File: src/rtl/cu_pkg.sv
// Shared types, constants and tables for the combination unranker.
// Used by every module of the block but the checker; depends on nothing else.
package cu_pkg;

  // Largest accepted set size.
  localparam int unsigned MAX_ELEMENTS = 32;

  localparam int unsigned SIZE_W  = 6;
  localparam int unsigned RANK_W  = 30;
  localparam int unsigned ELEM_W  = 5;
  localparam int unsigned PROD_W  = RANK_W + SIZE_W;
  localparam int unsigned SHIFT_W = 3;

  // One accepted request after classification.
  typedef struct packed {
    logic [SIZE_W-1:0] total;
    logic [SIZE_W-1:0] pick;
    logic [RANK_W-1:0] rank;
    logic              bad_size;
  } cu_item_t;

  // Request to the exact multiply-divide unit: val * mul / div.
  typedef struct packed {
    logic              start;
    logic [RANK_W-1:0] val;
    logic [SIZE_W-1:0] mul;
    logic [SIZE_W-1:0] div;
  } cu_md_req_t;

  typedef struct packed {
    logic              done;
    logic [RANK_W-1:0] quot;
  } cu_md_rsp_t;

  typedef enum logic [2:0] {
    ST_IDLE,
    ST_BINOM,
    ST_BWAIT,
    ST_CHECK,
    ST_IWAIT,
    ST_DECIDE,
    ST_WWAIT,
    ST_ERROR
  } cu_state_e;

  typedef logic [31:0][RANK_W-1:0] cu_inv_tab_t;

  // Inverses of the odd numbers modulo 2^RANK_W, found by Newton steps.
  // Entry i holds the inverse of (i | 1).
  function automatic cu_inv_tab_t build_inv_tab();
    cu_inv_tab_t tab;
    logic [31:0] d;
    logic [31:0] x;
    for (int i = 0; i < 32; i++) begin
      d = 32'(i) | 32'd1;
      x = d;
      for (int s = 0; s < 5; s++) begin
        x = x * (32'd2 - d * x);
      end
      tab[i] = x[RANK_W-1:0];
    end
    return tab;
  endfunction

  localparam cu_inv_tab_t INV_TAB = build_inv_tab();

endpackage

File: src/rtl/cu_front.sv
// Front end: takes stream requests, unpacks and screens the sizes.
// Depends on cu_pkg; feeds the request queue.
module cu_front (
  input  logic             s_axis_tvalid_i,
  output logic             s_axis_tready_o,
  input  logic [47:0]      s_axis_tdata_i,
  output logic             push_o,
  output cu_pkg::cu_item_t item_o,
  input  logic             full_i
);

  logic [cu_pkg::SIZE_W-1:0] total;
  logic [cu_pkg::SIZE_W-1:0] pick;

  assign total = s_axis_tdata_i[5:0];
  assign pick  = s_axis_tdata_i[11:6];

  // Size screening: empty subsets, subsets larger than the set, oversize sets.
  always_comb begin
    item_o.total    = total;
    item_o.pick     = pick;
    item_o.rank     = s_axis_tdata_i[41:12];
    item_o.bad_size = (pick == '0) || (pick > total) ||
                      (total > cu_pkg::SIZE_W'(cu_pkg::MAX_ELEMENTS));
  end

  assign s_axis_tready_o = !full_i;
  assign push_o          = s_axis_tvalid_i && !full_i;

endmodule

File: src/rtl/cu_fifo.sv
// Two-entry queue between the front end and the unranking engine.
// Depends on cu_pkg for the item type.
module cu_fifo (
  input  logic             clk_i,
  input  logic             rst_ni,
  input  logic             push_i,
  input  cu_pkg::cu_item_t item_i,
  output logic             full_o,
  input  logic             pop_i,
  output logic             valid_o,
  output cu_pkg::cu_item_t item_o
);

  cu_pkg::cu_item_t mem_q [2];
  logic       wr_ptr_q, wr_ptr_d;
  logic       rd_ptr_q, rd_ptr_d;
  logic [1:0] count_q, count_d;

  // Pointer and fill count update.
  always_comb begin
    wr_ptr_d = push_i ? !wr_ptr_q : wr_ptr_q;
    rd_ptr_d = pop_i ? !rd_ptr_q : rd_ptr_q;
    count_d  = count_q + 2'(push_i) - 2'(pop_i);
  end

  always_ff @(posedge clk_i or negedge rst_ni) begin
    if (!rst_ni) begin
      wr_ptr_q <= 1'b0;
      rd_ptr_q <= 1'b0;
      count_q  <= '0;
    end else begin
      wr_ptr_q <= wr_ptr_d;
      rd_ptr_q <= rd_ptr_d;
      count_q  <= count_d;
    end
  end

  // Storage needs no reset.
  always_ff @(posedge clk_i) begin
    if (push_i) begin
      mem_q[wr_ptr_q] <= item_i;
    end
  end

  assign full_o  = (count_q == 2'd2);
  assign valid_o = (count_q != 2'd0);
  assign item_o  = mem_q[rd_ptr_q];

endmodule

File: src/rtl/cu_muldiv.sv
// Two-stage exact multiply-divide: quotient of val * mul by div, where the
// division is known to leave no remainder. Depends on cu_pkg.
module cu_muldiv (
  input  logic               clk_i,
  input  logic               rst_ni,
  input  cu_pkg::cu_md_req_t req_i,
  output cu_pkg::cu_md_rsp_t rsp_o
);

  logic [cu_pkg::PROD_W-1:0]  prod_q, prod_d;
  logic [cu_pkg::SHIFT_W-1:0] shift_q, shift_d;
  logic [cu_pkg::RANK_W-1:0]  inv_q, inv_d;
  logic [cu_pkg::RANK_W-1:0]  quot_q, quot_d;
  logic                       stage1_q, done_q;
  logic [cu_pkg::SIZE_W-1:0]  odd;
  logic [cu_pkg::PROD_W-1:0]  shifted;
  logic [2*cu_pkg::RANK_W-1:0] full_prod;

  // Stage one: product, and the divisor split into a power of two and an odd
  // part whose inverse comes from the table.
  always_comb begin
    prod_d = cu_pkg::PROD_W'(req_i.val) * cu_pkg::PROD_W'(req_i.mul);
    priority if (req_i.div[0]) shift_d = 3'd0;
    else if (req_i.div[1]) shift_d = 3'd1;
    else if (req_i.div[2]) shift_d = 3'd2;
    else if (req_i.div[3]) shift_d = 3'd3;
    else if (req_i.div[4]) shift_d = 3'd4;
    else shift_d = 3'd5;
    odd   = req_i.div >> shift_d;
    inv_d = cu_pkg::INV_TAB[odd[4:0]];
  end

  // Stage two: exact quotient as a product with the odd inverse.
  always_comb begin
    shifted   = prod_q >> shift_q;
    full_prod = shifted[cu_pkg::RANK_W-1:0] * inv_q;
    quot_d    = full_prod[cu_pkg::RANK_W-1:0];
  end

  always_ff @(posedge clk_i or negedge rst_ni) begin
    if (!rst_ni) begin
      stage1_q <= 1'b0;
      done_q   <= 1'b0;
    end else begin
      stage1_q <= req_i.start;
      done_q   <= stage1_q;
    end
  end

  always_ff @(posedge clk_i) begin
    prod_q  <= prod_d;
    shift_q <= shift_d;
    inv_q   <= inv_d;
    quot_q  <= quot_d;
  end

  assign rsp_o.done = done_q;
  assign rsp_o.quot = quot_q;

endmodule

File: src/rtl/cu_engine.sv
// Back end: computes the binomial, checks the rank and walks the elements,
// writing results into the output register. Depends on cu_pkg, cu_muldiv.
module cu_engine (
  input  logic             clk_i,
  input  logic             rst_ni,
  input  logic             valid_i,
  input  cu_pkg::cu_item_t item_i,
  output logic             pop_o,
  output logic             m_axis_tvalid_o,
  input  logic             m_axis_tready_i,
  output logic [7:0]       m_axis_tdata_o,
  output logic             m_axis_tlast_o,
  output logic             m_axis_tuser_o
);

  cu_pkg::cu_state_e state_q, state_d;
  logic [cu_pkg::SIZE_W-1:0] total_q, total_d;
  logic [cu_pkg::SIZE_W-1:0] pick_q, pick_d;
  logic [cu_pkg::SIZE_W-1:0] low_q, low_d;
  logic [cu_pkg::SIZE_W-1:0] step_q, step_d;
  logic [cu_pkg::SIZE_W-1:0] rem_q, rem_d;
  logic [cu_pkg::SIZE_W-1:0] left_q, left_d;
  logic [cu_pkg::ELEM_W-1:0] elem_q, elem_d;
  logic [cu_pkg::RANK_W-1:0] rank_q, rank_d;
  logic [cu_pkg::RANK_W-1:0] coef_q, coef_d;
  logic                      out_valid_q, out_valid_d;
  logic [cu_pkg::ELEM_W-1:0] out_elem_q, out_elem_d;
  logic                      out_last_q, out_last_d;
  logic                      out_err_q, out_err_d;
  logic                      out_free;
  logic [cu_pkg::SIZE_W-1:0] other;
  cu_pkg::cu_md_req_t        md_req;
  cu_pkg::cu_md_rsp_t        md_rsp;

  cu_muldiv u_muldiv (
    .clk_i  (clk_i),
    .rst_ni (rst_ni),
    .req_i  (md_req),
    .rsp_o  (md_rsp)
  );

  assign out_free = !out_valid_q || m_axis_tready_i;
  assign other    = item_i.total - item_i.pick;

  // Sequencer for binomial, rank check and element walk.
  always_comb begin
    state_d     = state_q;
    total_d     = total_q;
    pick_d      = pick_q;
    low_d       = low_q;
    step_d      = step_q;
    rem_d       = rem_q;
    left_d      = left_q;
    elem_d      = elem_q;
    rank_d      = rank_q;
    coef_d      = coef_q;
    out_valid_d = out_valid_q && !m_axis_tready_i;
    out_elem_d  = out_elem_q;
    out_last_d  = out_last_q;
    out_err_d   = out_err_q;
    pop_o       = 1'b0;
    md_req      = '0;

    unique case (state_q)
      cu_pkg::ST_IDLE: begin
        if (valid_i) begin
          pop_o   = 1'b1;
          total_d = item_i.total;
          pick_d  = item_i.pick;
          rank_d  = item_i.rank;
          low_d   = (item_i.pick < other) ? item_i.pick : other;
          step_d  = cu_pkg::SIZE_W'(1);
          coef_d  = cu_pkg::RANK_W'(1);
          if (item_i.bad_size) begin
            state_d = cu_pkg::ST_ERROR;
          end else if (item_i.pick == item_i.total) begin
            state_d = cu_pkg::ST_CHECK;
          end else begin
            state_d = cu_pkg::ST_BINOM;
          end
        end
      end
      cu_pkg::ST_BINOM: begin
        md_req.start = 1'b1;
        md_req.val   = coef_q;
        md_req.mul   = total_q - low_q + step_q;
        md_req.div   = step_q;
        state_d      = cu_pkg::ST_BWAIT;
      end
      cu_pkg::ST_BWAIT: begin
        if (md_rsp.done) begin
          coef_d = md_rsp.quot;
          if (step_q == low_q) begin
            state_d = cu_pkg::ST_CHECK;
          end else begin
            step_d  = step_q + cu_pkg::SIZE_W'(1);
            state_d = cu_pkg::ST_BINOM;
          end
        end
      end
      cu_pkg::ST_CHECK: begin
        if (rank_q >= coef_q) begin
          state_d = cu_pkg::ST_ERROR;
        end else begin
          // Count of subsets holding the first element: C(m,n) * n / m.
          md_req.start = 1'b1;
          md_req.val   = coef_q;
          md_req.mul   = pick_q;
          md_req.div   = total_q;
          rem_d        = total_q;
          left_d       = pick_q;
          elem_d       = '0;
          state_d      = cu_pkg::ST_IWAIT;
        end
      end
      cu_pkg::ST_IWAIT, cu_pkg::ST_WWAIT: begin
        if (md_rsp.done) begin
          coef_d  = md_rsp.quot;
          state_d = cu_pkg::ST_DECIDE;
        end
      end
      cu_pkg::ST_DECIDE: begin
        if (rank_q < coef_q) begin
          // Take this element.
          if (out_free) begin
            out_valid_d = 1'b1;
            out_elem_d  = elem_q;
            out_last_d  = (left_q == cu_pkg::SIZE_W'(1));
            out_err_d   = 1'b0;
            if (left_q == cu_pkg::SIZE_W'(1)) begin
              state_d = cu_pkg::ST_IDLE;
            end else begin
              md_req.start = 1'b1;
              md_req.val   = coef_q;
              md_req.mul   = left_q - cu_pkg::SIZE_W'(1);
              md_req.div   = rem_q - cu_pkg::SIZE_W'(1);
              left_d       = left_q - cu_pkg::SIZE_W'(1);
              rem_d        = rem_q - cu_pkg::SIZE_W'(1);
              elem_d       = elem_q + cu_pkg::ELEM_W'(1);
              state_d      = cu_pkg::ST_WWAIT;
            end
          end
        end else begin
          // Skip this element.
          md_req.start = 1'b1;
          md_req.val   = coef_q;
          md_req.mul   = rem_q - left_q;
          md_req.div   = rem_q - cu_pkg::SIZE_W'(1);
          rank_d       = rank_q - coef_q;
          rem_d        = rem_q - cu_pkg::SIZE_W'(1);
          elem_d       = elem_q + cu_pkg::ELEM_W'(1);
          state_d      = cu_pkg::ST_WWAIT;
        end
      end
      cu_pkg::ST_ERROR: begin
        if (out_free) begin
          out_valid_d = 1'b1;
          out_elem_d  = '0;
          out_last_d  = 1'b1;
          out_err_d   = 1'b1;
          state_d     = cu_pkg::ST_IDLE;
        end
      end
      default: state_d = cu_pkg::ST_IDLE;
    endcase
  end

  always_ff @(posedge clk_i or negedge rst_ni) begin
    if (!rst_ni) begin
      state_q     <= cu_pkg::ST_IDLE;
      out_valid_q <= 1'b0;
    end else begin
      state_q     <= state_d;
      out_valid_q <= out_valid_d;
    end
  end

  always_ff @(posedge clk_i) begin
    total_q    <= total_d;
    pick_q     <= pick_d;
    low_q      <= low_d;
    step_q     <= step_d;
    rem_q      <= rem_d;
    left_q     <= left_d;
    elem_q     <= elem_d;
    rank_q     <= rank_d;
    coef_q     <= coef_d;
    out_elem_q <= out_elem_d;
    out_last_q <= out_last_d;
    out_err_q  <= out_err_d;
  end

  assign m_axis_tvalid_o = out_valid_q;
  assign m_axis_tdata_o  = {3'b000, out_elem_q};
  assign m_axis_tlast_o  = out_last_q;
  assign m_axis_tuser_o  = out_err_q;

endmodule

File: src/rtl/combination_unranker.sv
// Top level of the lexicographic combination unranker.
// Depends on cu_pkg, cu_front, cu_fifo and cu_engine.
//
// Each request carries a set size m, a subset size n and a rank; the block
// returns the indices of the rank-th n-subset of {0..m-1} in lexicographic
// order, one ascending index per result, tlast on the final one. Bad sizes
// (n of zero, n above m, m above 32) or a rank not below C(m,n) give one
// result with element 0, tuser and tlast set. A request first builds the
// binomial, then the first coefficient, then one coefficient per element
// visited up to the last chosen one; every coefficient update passes
// through the two-stage exact multiply-divide unit.
// A two-entry queue lets new requests be taken while one is being worked.
module combination_unranker (
  input  logic        clk_i,
  input  logic        rst_ni,
  input  logic        s_axis_tvalid_i,
  output logic        s_axis_tready_o,
  input  logic [47:0] s_axis_tdata_i,  // total_elements[5:0], subset_size[11:6], rank[41:12]
  output logic        m_axis_tvalid_o,
  input  logic        m_axis_tready_i,
  output logic [7:0]  m_axis_tdata_o,  // element[4:0]
  output logic        m_axis_tlast_o,  // last
  output logic        m_axis_tuser_o   // error
);

  logic             push;
  logic             full;
  logic             pop;
  logic             q_valid;
  cu_pkg::cu_item_t in_item;
  cu_pkg::cu_item_t q_item;

  cu_front u_front (
    .s_axis_tvalid_i (s_axis_tvalid_i),
    .s_axis_tready_o (s_axis_tready_o),
    .s_axis_tdata_i  (s_axis_tdata_i),
    .push_o          (push),
    .item_o          (in_item),
    .full_i          (full)
  );

  cu_fifo u_fifo (
    .clk_i   (clk_i),
    .rst_ni  (rst_ni),
    .push_i  (push),
    .item_i  (in_item),
    .full_o  (full),
    .pop_i   (pop),
    .valid_o (q_valid),
    .item_o  (q_item)
  );

  cu_engine u_engine (
    .clk_i           (clk_i),
    .rst_ni          (rst_ni),
    .valid_i         (q_valid),
    .item_i          (q_item),
    .pop_o           (pop),
    .m_axis_tvalid_o (m_axis_tvalid_o),
    .m_axis_tready_i (m_axis_tready_i),
    .m_axis_tdata_o  (m_axis_tdata_o),
    .m_axis_tlast_o  (m_axis_tlast_o),
    .m_axis_tuser_o  (m_axis_tuser_o)
  );

endmodule

File: config.mk
export PLATFORM = sky130hd
export DESIGN_NAME = combination_unranker
export DESIGN_NICKNAME = d
export VERILOG_FILES = /design/src/rtl/cu_pkg.sv /design/src/rtl/cu_front.sv /design/src/rtl/cu_fifo.sv /design/src/rtl/cu_muldiv.sv /design/src/rtl/cu_engine.sv /design/src/rtl/combination_unranker.sv
export SDC_FILE = /design/constraint.sdc
export NUM_CORES = 2
export LEC_CHECK = 0
export ABC_AREA = 1
export BUFFER_PORTS_ARGS = -buffer_cell sky130_fd_sc_hd__buf_2
export CAP_MARGIN = 15
export CORE_ASPECT_RATIO = 1.75
export CORE_MARGIN = 3
export CORE_UTILIZATION = 50
export DETAILED_ROUTE_END_ITERATION = 10
export GPL_TIMING_DRIVEN = 0
export HOLD_SLACK_MARGIN = 0.05
export MAX_ROUTING_LAYER = met4
export PLACE_DENSITY = 0.7
export SYNTH_ARGS = -nofsm -noshare
export SYNTH_HDL_FRONTEND = slang
export SYNTH_SLANG_ARGS = --single-unit
File: constraint.sdc
create_clock -name clk_i -period 22.8 [get_ports clk_i]
set_clock_uncertainty 0.2 [all_clocks]
set_input_delay 2.28 -clock clk_i [delete_from_list [all_inputs] [get_ports clk_i]]
set_output_delay 2.28 -clock clk_i [all_outputs]
set_load 0.05 [all_outputs]
Word level (Yosys, flattened, before mapping) --
Memories as Yosys holds them, arrays and structs flattened. A register that Yosys moved wholly into a read port is not among the register bits. Index checks and enable logic that the tools add are counted.
Word-level totals: memories kept 2, register bits after elaboration 187, bits in read-only memories 960, bits in writable memories 86, logic and storage cells 162
Memory list:
- (name not given) | words 32, width 30, read ports 1, clocked after Yosys merged registers in 1, wr ports 0, RTL line cu_muldiv.sv:30 | inv_d = cu_pkg::INV_TAB[odd[4:0]];
- u_fifo.mem_q | words 2, width 43, read ports 1, clocked after Yosys merged registers in 0, wr ports 1, RTL line cu_fifo.sv:14 | cu_pkg::cu_item_t mem_q [2];
Cells by class: muxes and demuxes 66, order comparisons 5, reduce and logical (&&, ||, !) cells 28, multiply operators 2, equal/unequal tests 24, add/sub/neg operators 11, shift operators 2
Operators with widths (count):
- two-way mux 43 bit | 4
- one-hot mux 43 bit (3 select lines) | 1
- two-way mux 30 bit | 4
- one-hot mux 30 bit (2 select lines) | 2
- two-way mux 6 bit | 12
- multiplier 30 x 6 -> 36 bit | 1
- two-way mux 3 bit | 12
- one-hot mux 6 bit (2 select lines) | 3
- right shift 36 x 3 -> 30 bit | 1
- two-way mux 5 bit | 7
- >= comparator 30 bit | 1
- less-than comparator 30 bit | 1
- multiplier 30 x 30 -> 30 bit | 1
- subtractor 30 bit | 1
- one-hot mux 3 bit (7 select lines) | 1
- one-hot mux 5 bit (2 select lines) | 2
- subtractor 6 bit | 3
- != test 2 bit (second input constant) | 7
- == test 3 bit (second input constant) | 4
- == test 6 bit | 2
- two-way mux 1 bit | 12
- AND reduction 4 bit | 3
- nonzero test 2 bit | 6
- subtractor 6 x 1 -> 6 bit (second input constant) | 2
- other kinds (28) | 45

Longest topological paths before layout --
word-level depth 11, gate-level depth with buffers 42, mapped depth without buffers 38

Cells and area by module --
From an unflattened synthesis, not the netlist that was laid out.
Second synthesis, totals: cells, all modules 4236, area, all modules 34881.0 µm²
Modules (own cells, without submodules):
- cu_muldiv | instances 1, area each 22691.8 µm², sequential area each 2011.9 µm², cells an instance 2868
- cu_engine | instances 1, area each 8261.7 µm², sequential area each 3343.2 µm², cells an instance 1035
- cu_fifo | instances 1, area each 3390.8 µm², sequential area each 2682.6 µm², cells an instance 249
- cu_front | instances 1, area each 536.8 µm², sequential area each 0.0 µm², cells an instance 84

Least setup slack after synthesis --
No wires, ideal clock.
path type input to register, from input port m_axis_tready_i, to register u_engine.u_muldiv.prod_q[31] in the netlist's numbering, arrival time 7572 ps, slack 14901 ps, stages on the path 30, required time 22473 ps, buffers on the path 1, library setup time 127 ps, path through nor2_1 > inv_1 > nand2_1 > nand3_4 > nand2_1 > nand2_1 > nor2_1 > clkbuf_1 > nor2_1 > nand2_1 > inv_1 > fa_1 > fa_1 > inv_1 > fa_1 > inv_1 > ha_1 > a21oi_1 > nand2_1 > a21oi_1 > o21ai_0 > a21boi_1 > o21bai_1 > a21boi_1 > inv_1 > nand2_1 > nand2_1 > a21boi_1 > o21ai_0 > xor2_1
Between the ends: word-level cells in the longest chain between the ends 5
RTL lines:
- start: declaration | RTL line combination_unranker.sv:20 | input logic m_axis_tready_i,
- logical OR 1 bit | RTL line cu_engine.sv:42 | assign out_free = !out_valid_q || m_axis_tready_i;
- two-way mux 43 bit | RTL line cu_engine.sv:125 | if (out_free) begin
- two-way mux 43 bit | RTL line cu_engine.sv:123 | if (rank_q < coef_q) begin
- one-hot mux 43 bit (3 select lines) | RTL line cu_engine.sv:64 | unique case (state_q)
- multiplier 30 x 6 -> 36 bit | RTL line cu_muldiv.sv:22 | prod_d = cu_pkg::PROD_W'(req_i.val) * cu_pkg::PROD_W'(req_i.mul);
- named net u_engine.u_muldiv.prod_d (one bit) | RTL line cu_muldiv.sv:10 | logic [cu_pkg::PROD_W-1:0] prod_q, prod_d;
- end signal: assignment | RTL line cu_muldiv.sv:51 | prod_q <= prod_d;
- end: declaration | RTL line cu_muldiv.sv:10
The timed path passes the listed nets, and every way through them passes these cells. A chain may end at the register's enable or synchronous reset.

Final worst setup path --
from register u_engine.u_muldiv.shift_q[0] in the netlist's numbering, to register u_engine.u_muldiv.quot_q[29] in the netlist's numbering
Between the ends: word-level cells in the longest chain between the ends 2
RTL lines:
- start: declaration | RTL line cu_muldiv.sv:11 | logic [cu_pkg::SHIFT_W-1:0] shift_q, shift_d;
- start signal: assignment | RTL line cu_muldiv.sv:52 | shift_q <= shift_d;
- right shift 36 x 3 -> 30 bit | RTL line cu_muldiv.sv:35 | shifted = prod_q >> shift_q;
- multiplier 30 x 30 -> 30 bit | RTL line cu_muldiv.sv:36 | full_prod = shifted[cu_pkg::RANK_W-1:0] * inv_q;
- named net u_engine.u_muldiv.full_prod (one bit) | RTL line cu_muldiv.sv:17 | logic [2*cu_pkg::RANK_W-1:0] full_prod;
- end signal: assignment | RTL line cu_muldiv.sv:54 | quot_q <= quot_d;
- end: declaration | RTL line cu_muldiv.sv:13 | logic [cu_pkg::RANK_W-1:0] quot_q, quot_d;
The timed path passes the listed nets, and every way through them passes these cells.

==> results by group <==
Clocking
  • TritonCTS buffer count: 28
  • Level count of the clock H-tree: 1
  • Latest clock arrival within the worst-skew pair: 0.63 ns
  • CTS tree: built
  • Number of buffers inserted by post-CTS setup repair: 0
  • Post-cts gate resize count: 0
  • Clock tree sinks: between 300 and 400
  • Clock slew at the register clock pins of the worst setup and hold paths: around 0.080 ns
  • Clock root buffer: clkbuf_16
  • Total of hold buffers inserted after clock tree synthesis: 0
  • Deepest clock path buffer count: 3

STA
  • Final hold vios: 0
  • Final period demand of the worst path: roughly 10 ns
  • Transition time of the tightest slew-check pin: around 1.0 ns
  • Final TNS setup: 0 ns
  • Highest achievable clock rate: 0.1005 GHz
  • Share of the cycle needed by the critical path after routing: a little over two fifths
  • Setup Viol. Count Final: 0
  • Worst relative slew slack: a little under a third
  • RSZ-0062 raised after global routing: false
  • Final count of pins violating max slew: 0

Setup path
  • Arrival time reported for the critical path endpoint: about 10 ns
  • Critical Setup Path Class: reg -> reg
  • Gate family responsible for the most delay along the worst path: adder cells
  • Critical path endpoint category: register
  • Slowest cell delay on critical path: around 0.61 ns
  • Required time reported for the critical path endpoint: about 23 ns
  • Largest fanout on the critical path: 10
  • Worst path bufs/invs: 9
  • Crit-path slowest cell: clkinv_1
  • Cell with the most instances on the worst path: fa_1
  • Setup crit start kind: register

Drt
  • Wirelength, routed: between 100 and 150 mm
  • Met3 wire length: 6.229 mm
  • Top layer reached by signal wires: met4
  • Iteration-0 DRC count of the detailed router: 1959
  • Post-detailed-route DRC marker count: 0
  • Detailed-route wire length on metal 1: 34.84 mm
  • Antenna-violating nets left: 0
  • Via/cell ratio: 5.360
  • Detail Route met2 WL: between 50 and 60 mm
  • Routed length per instance: between 15 and 20 microns
  • Number of optimization iterations in the first detailed-route pass: 6
  • Via count: roughly 28000

Yosys
  • Most frequent cell after synthesis: nand2_1
  • Post-synthesis share of cell area spent on full adders, half adders and majority gates: between 30 and 40%
  • Fraction of the mapped netlist area in compound gates: a little over 6%
  • Share of synthesized cell area in and, or, nand and nor gates: roughly a fifth
  • Netlist cell types: 71
  • Fraction of registers with async set or reset after synthesis: under 10%
  • Largest family of logic cells by synthesized area: adder cells
  • Largest cells by area after synthesis: fa_1 (28%), edfxtp_1 (17%), nand2_1 (10%), inv_1 (9.9%), ha_1 (8.6%)
  • #FFs+latches synth: slightly above 300
  • Xor/xnor cell area share of the yosys netlist: 2.975%
  • Warnings from Yosys: 0
  • Post-synth design cell area: roughly 34000 sq um
  • Number of instances in the synthesized netlist: approximately 4200
  • Count of flip-flops with a built-in enable after synthesis: 194
  • Fraction of post-synthesis cell area in the top cell type by area: around 28%
  • Most frequent cells after synthesis: nand2_1 (952), inv_1 (910), nor2_1 (479)
  • Share of cell area taken by muxes after synthesis: 0%
  • Synth Area per Inst: 8.195 sq um
  • Sequential cell area fraction in the yosys report: approximately a quarter
  • Main flop type after synthesis: edfxtp_1
  • Most area-hungry cell type in the Yosys netlist: fa_1

GRT
  • Wire length of the first global-routing pass: about 160 mm
  • Initial antenna violation count: 1
  • Overall global routing resource usage: 29.93%
  • Global route total overflow: 0
  • Pin count of the biggest net entering global routing: 29
  • Number of global-route vias before repair: slightly below 30000

Run
  • Number of max-cap violations: 0

Die
  • Die outline height: 353.2 microns
  • Top-level port count: 64
  • Initial Util: between 50 and 60%
  • Placement Rows: 126
  • Die Width: between 200 and 250 microns
  • Core area: roughly 68000 sq um
  • Die area: roughly 72000 sq um

Finish
  • Number of nets in the final layout: 5057
  • Count of fill cells added during filler insertion: 6370
  • Area added between synthesis and finish: 7.242%
  • Share of cells above drive strength 1: approximately 5.4%

Placement
  • DP HPWL: between 80 and 90 mm
  • Count of input and output buffers: 54
  • GP Congestion: 0.9932

Status
  • Run status: complete, no violations

Worst hold path
  • Class of the most critical hold timing path: reg -> reg
[final timing paths]
kind | slack [ns] | cells after the start | from | end
worst max-delay path | 12.85 | 33 | u_engine.u_muldiv.shift_q[0] | u_engine.u_muldiv.quot_q[29]
worst min-delay path | 0.15 | 0 | u_engine.u_muldiv.stage1_q | u_engine.u_muldiv.done_q
worst max register to register | 12.85 | 33 | u_engine.u_muldiv.shift_q[0] | u_engine.u_muldiv.quot_q[29]
worst min register to register | 0.15 | 0 | u_engine.u_muldiv.stage1_q | u_engine.u_muldiv.done_q
max in group asynchronous | 20.85 | 1 | rst_ni | u_engine.u_muldiv.stage1_q
min in group asynchronous | 1.32 | 1 | rst_ni | u_engine.state_q[2]
[registers in the layout (all words and copies together) (netlist names), 2 cells and up]
name                       flops
u_engine.rem_q                 6
u_engine.low_q                 6
u_engine.u_muldiv.quot_q      30
u_fifo.mem_q                  86
u_engine.out_elem_q            5
u_engine.state_q               3
u_engine.rank_q               30
u_engine.coef_q               30
u_engine.total_q               6
u_engine.pick_q                6
u_engine.u_muldiv.inv_q       29
u_engine.elem_q                5
u_fifo.count_q                 2
u_engine.left_q                6
u_engine.step_q                6
u_engine.u_muldiv.prod_q      36
u_engine.u_muldiv.shift_q      3
[cell type report]
type	instances	area (sq um)	share of cell area [%]
buffer	126	560.5	1.517
inverter	938	3526	9.543
antenna	2	5.005	0.01355
tap	896	1121	3.034
clock inverter	13	136.4	0.3691
sequential	302	8038	21.76
timing repair buffer	59	367.9	0.9957
multi-input combinational	2840	22360	60.51
clock buffer	39	835.8	2.262
[cells by family (layout without fill, tap and decap cells)]
kind of cell	count (synthesis)	in the layout
simple gates	1652	1652
buf+inv	1064	1175
fa+ha+maj	710	710
compound gates	358	358
other cells	1	5
xor+xnor	117	117
flops	302	302
[cell usage in the layout (no fill, tap or decap), types with 16 or more instances in the layout]
cell	instances
nand2_1	952
fa_1	474
a21oi_1	113
dfxtp_1	98
nand3_1	106
o21ai_0	111
buf_2	73
o21ai_1	22
edfxtp_1	194
ha_1	236
xor2_1	69
or2_2	16
xnor2_1	48
inv_1	913
clkbuf_1	90
nor3_1	17
clkbuf_16	30
nor2_1	476
[per-layer routing]
metal	up-vias	track usage, %
met1	13580	30.86
li1	12860	-
met5	-	-
met4	0	20.40
met3	422	3.588
met2	1092	52.74
[per-stage QoR]
step	instance area (sq um)	util [%]	setup slack (ns)	hold WS, ns	instances
finish	36950	54.50	12.85	0.1528	5215
CTS	36940	54.49	12.92	0.1554	5213
global placement	35850	52.88	13.01	0.1425	5156
detailed placement	35970	53.06	12.97	0.1472	5161
global route	36940	54.50	12.55	0.1654	5214
floorplan	34460	-	14.90	0.1312	4206
Power is left out: the tool's default activity adds up to more than one toggle a clock period on the data nets, which glitch-free logic cannot reach.
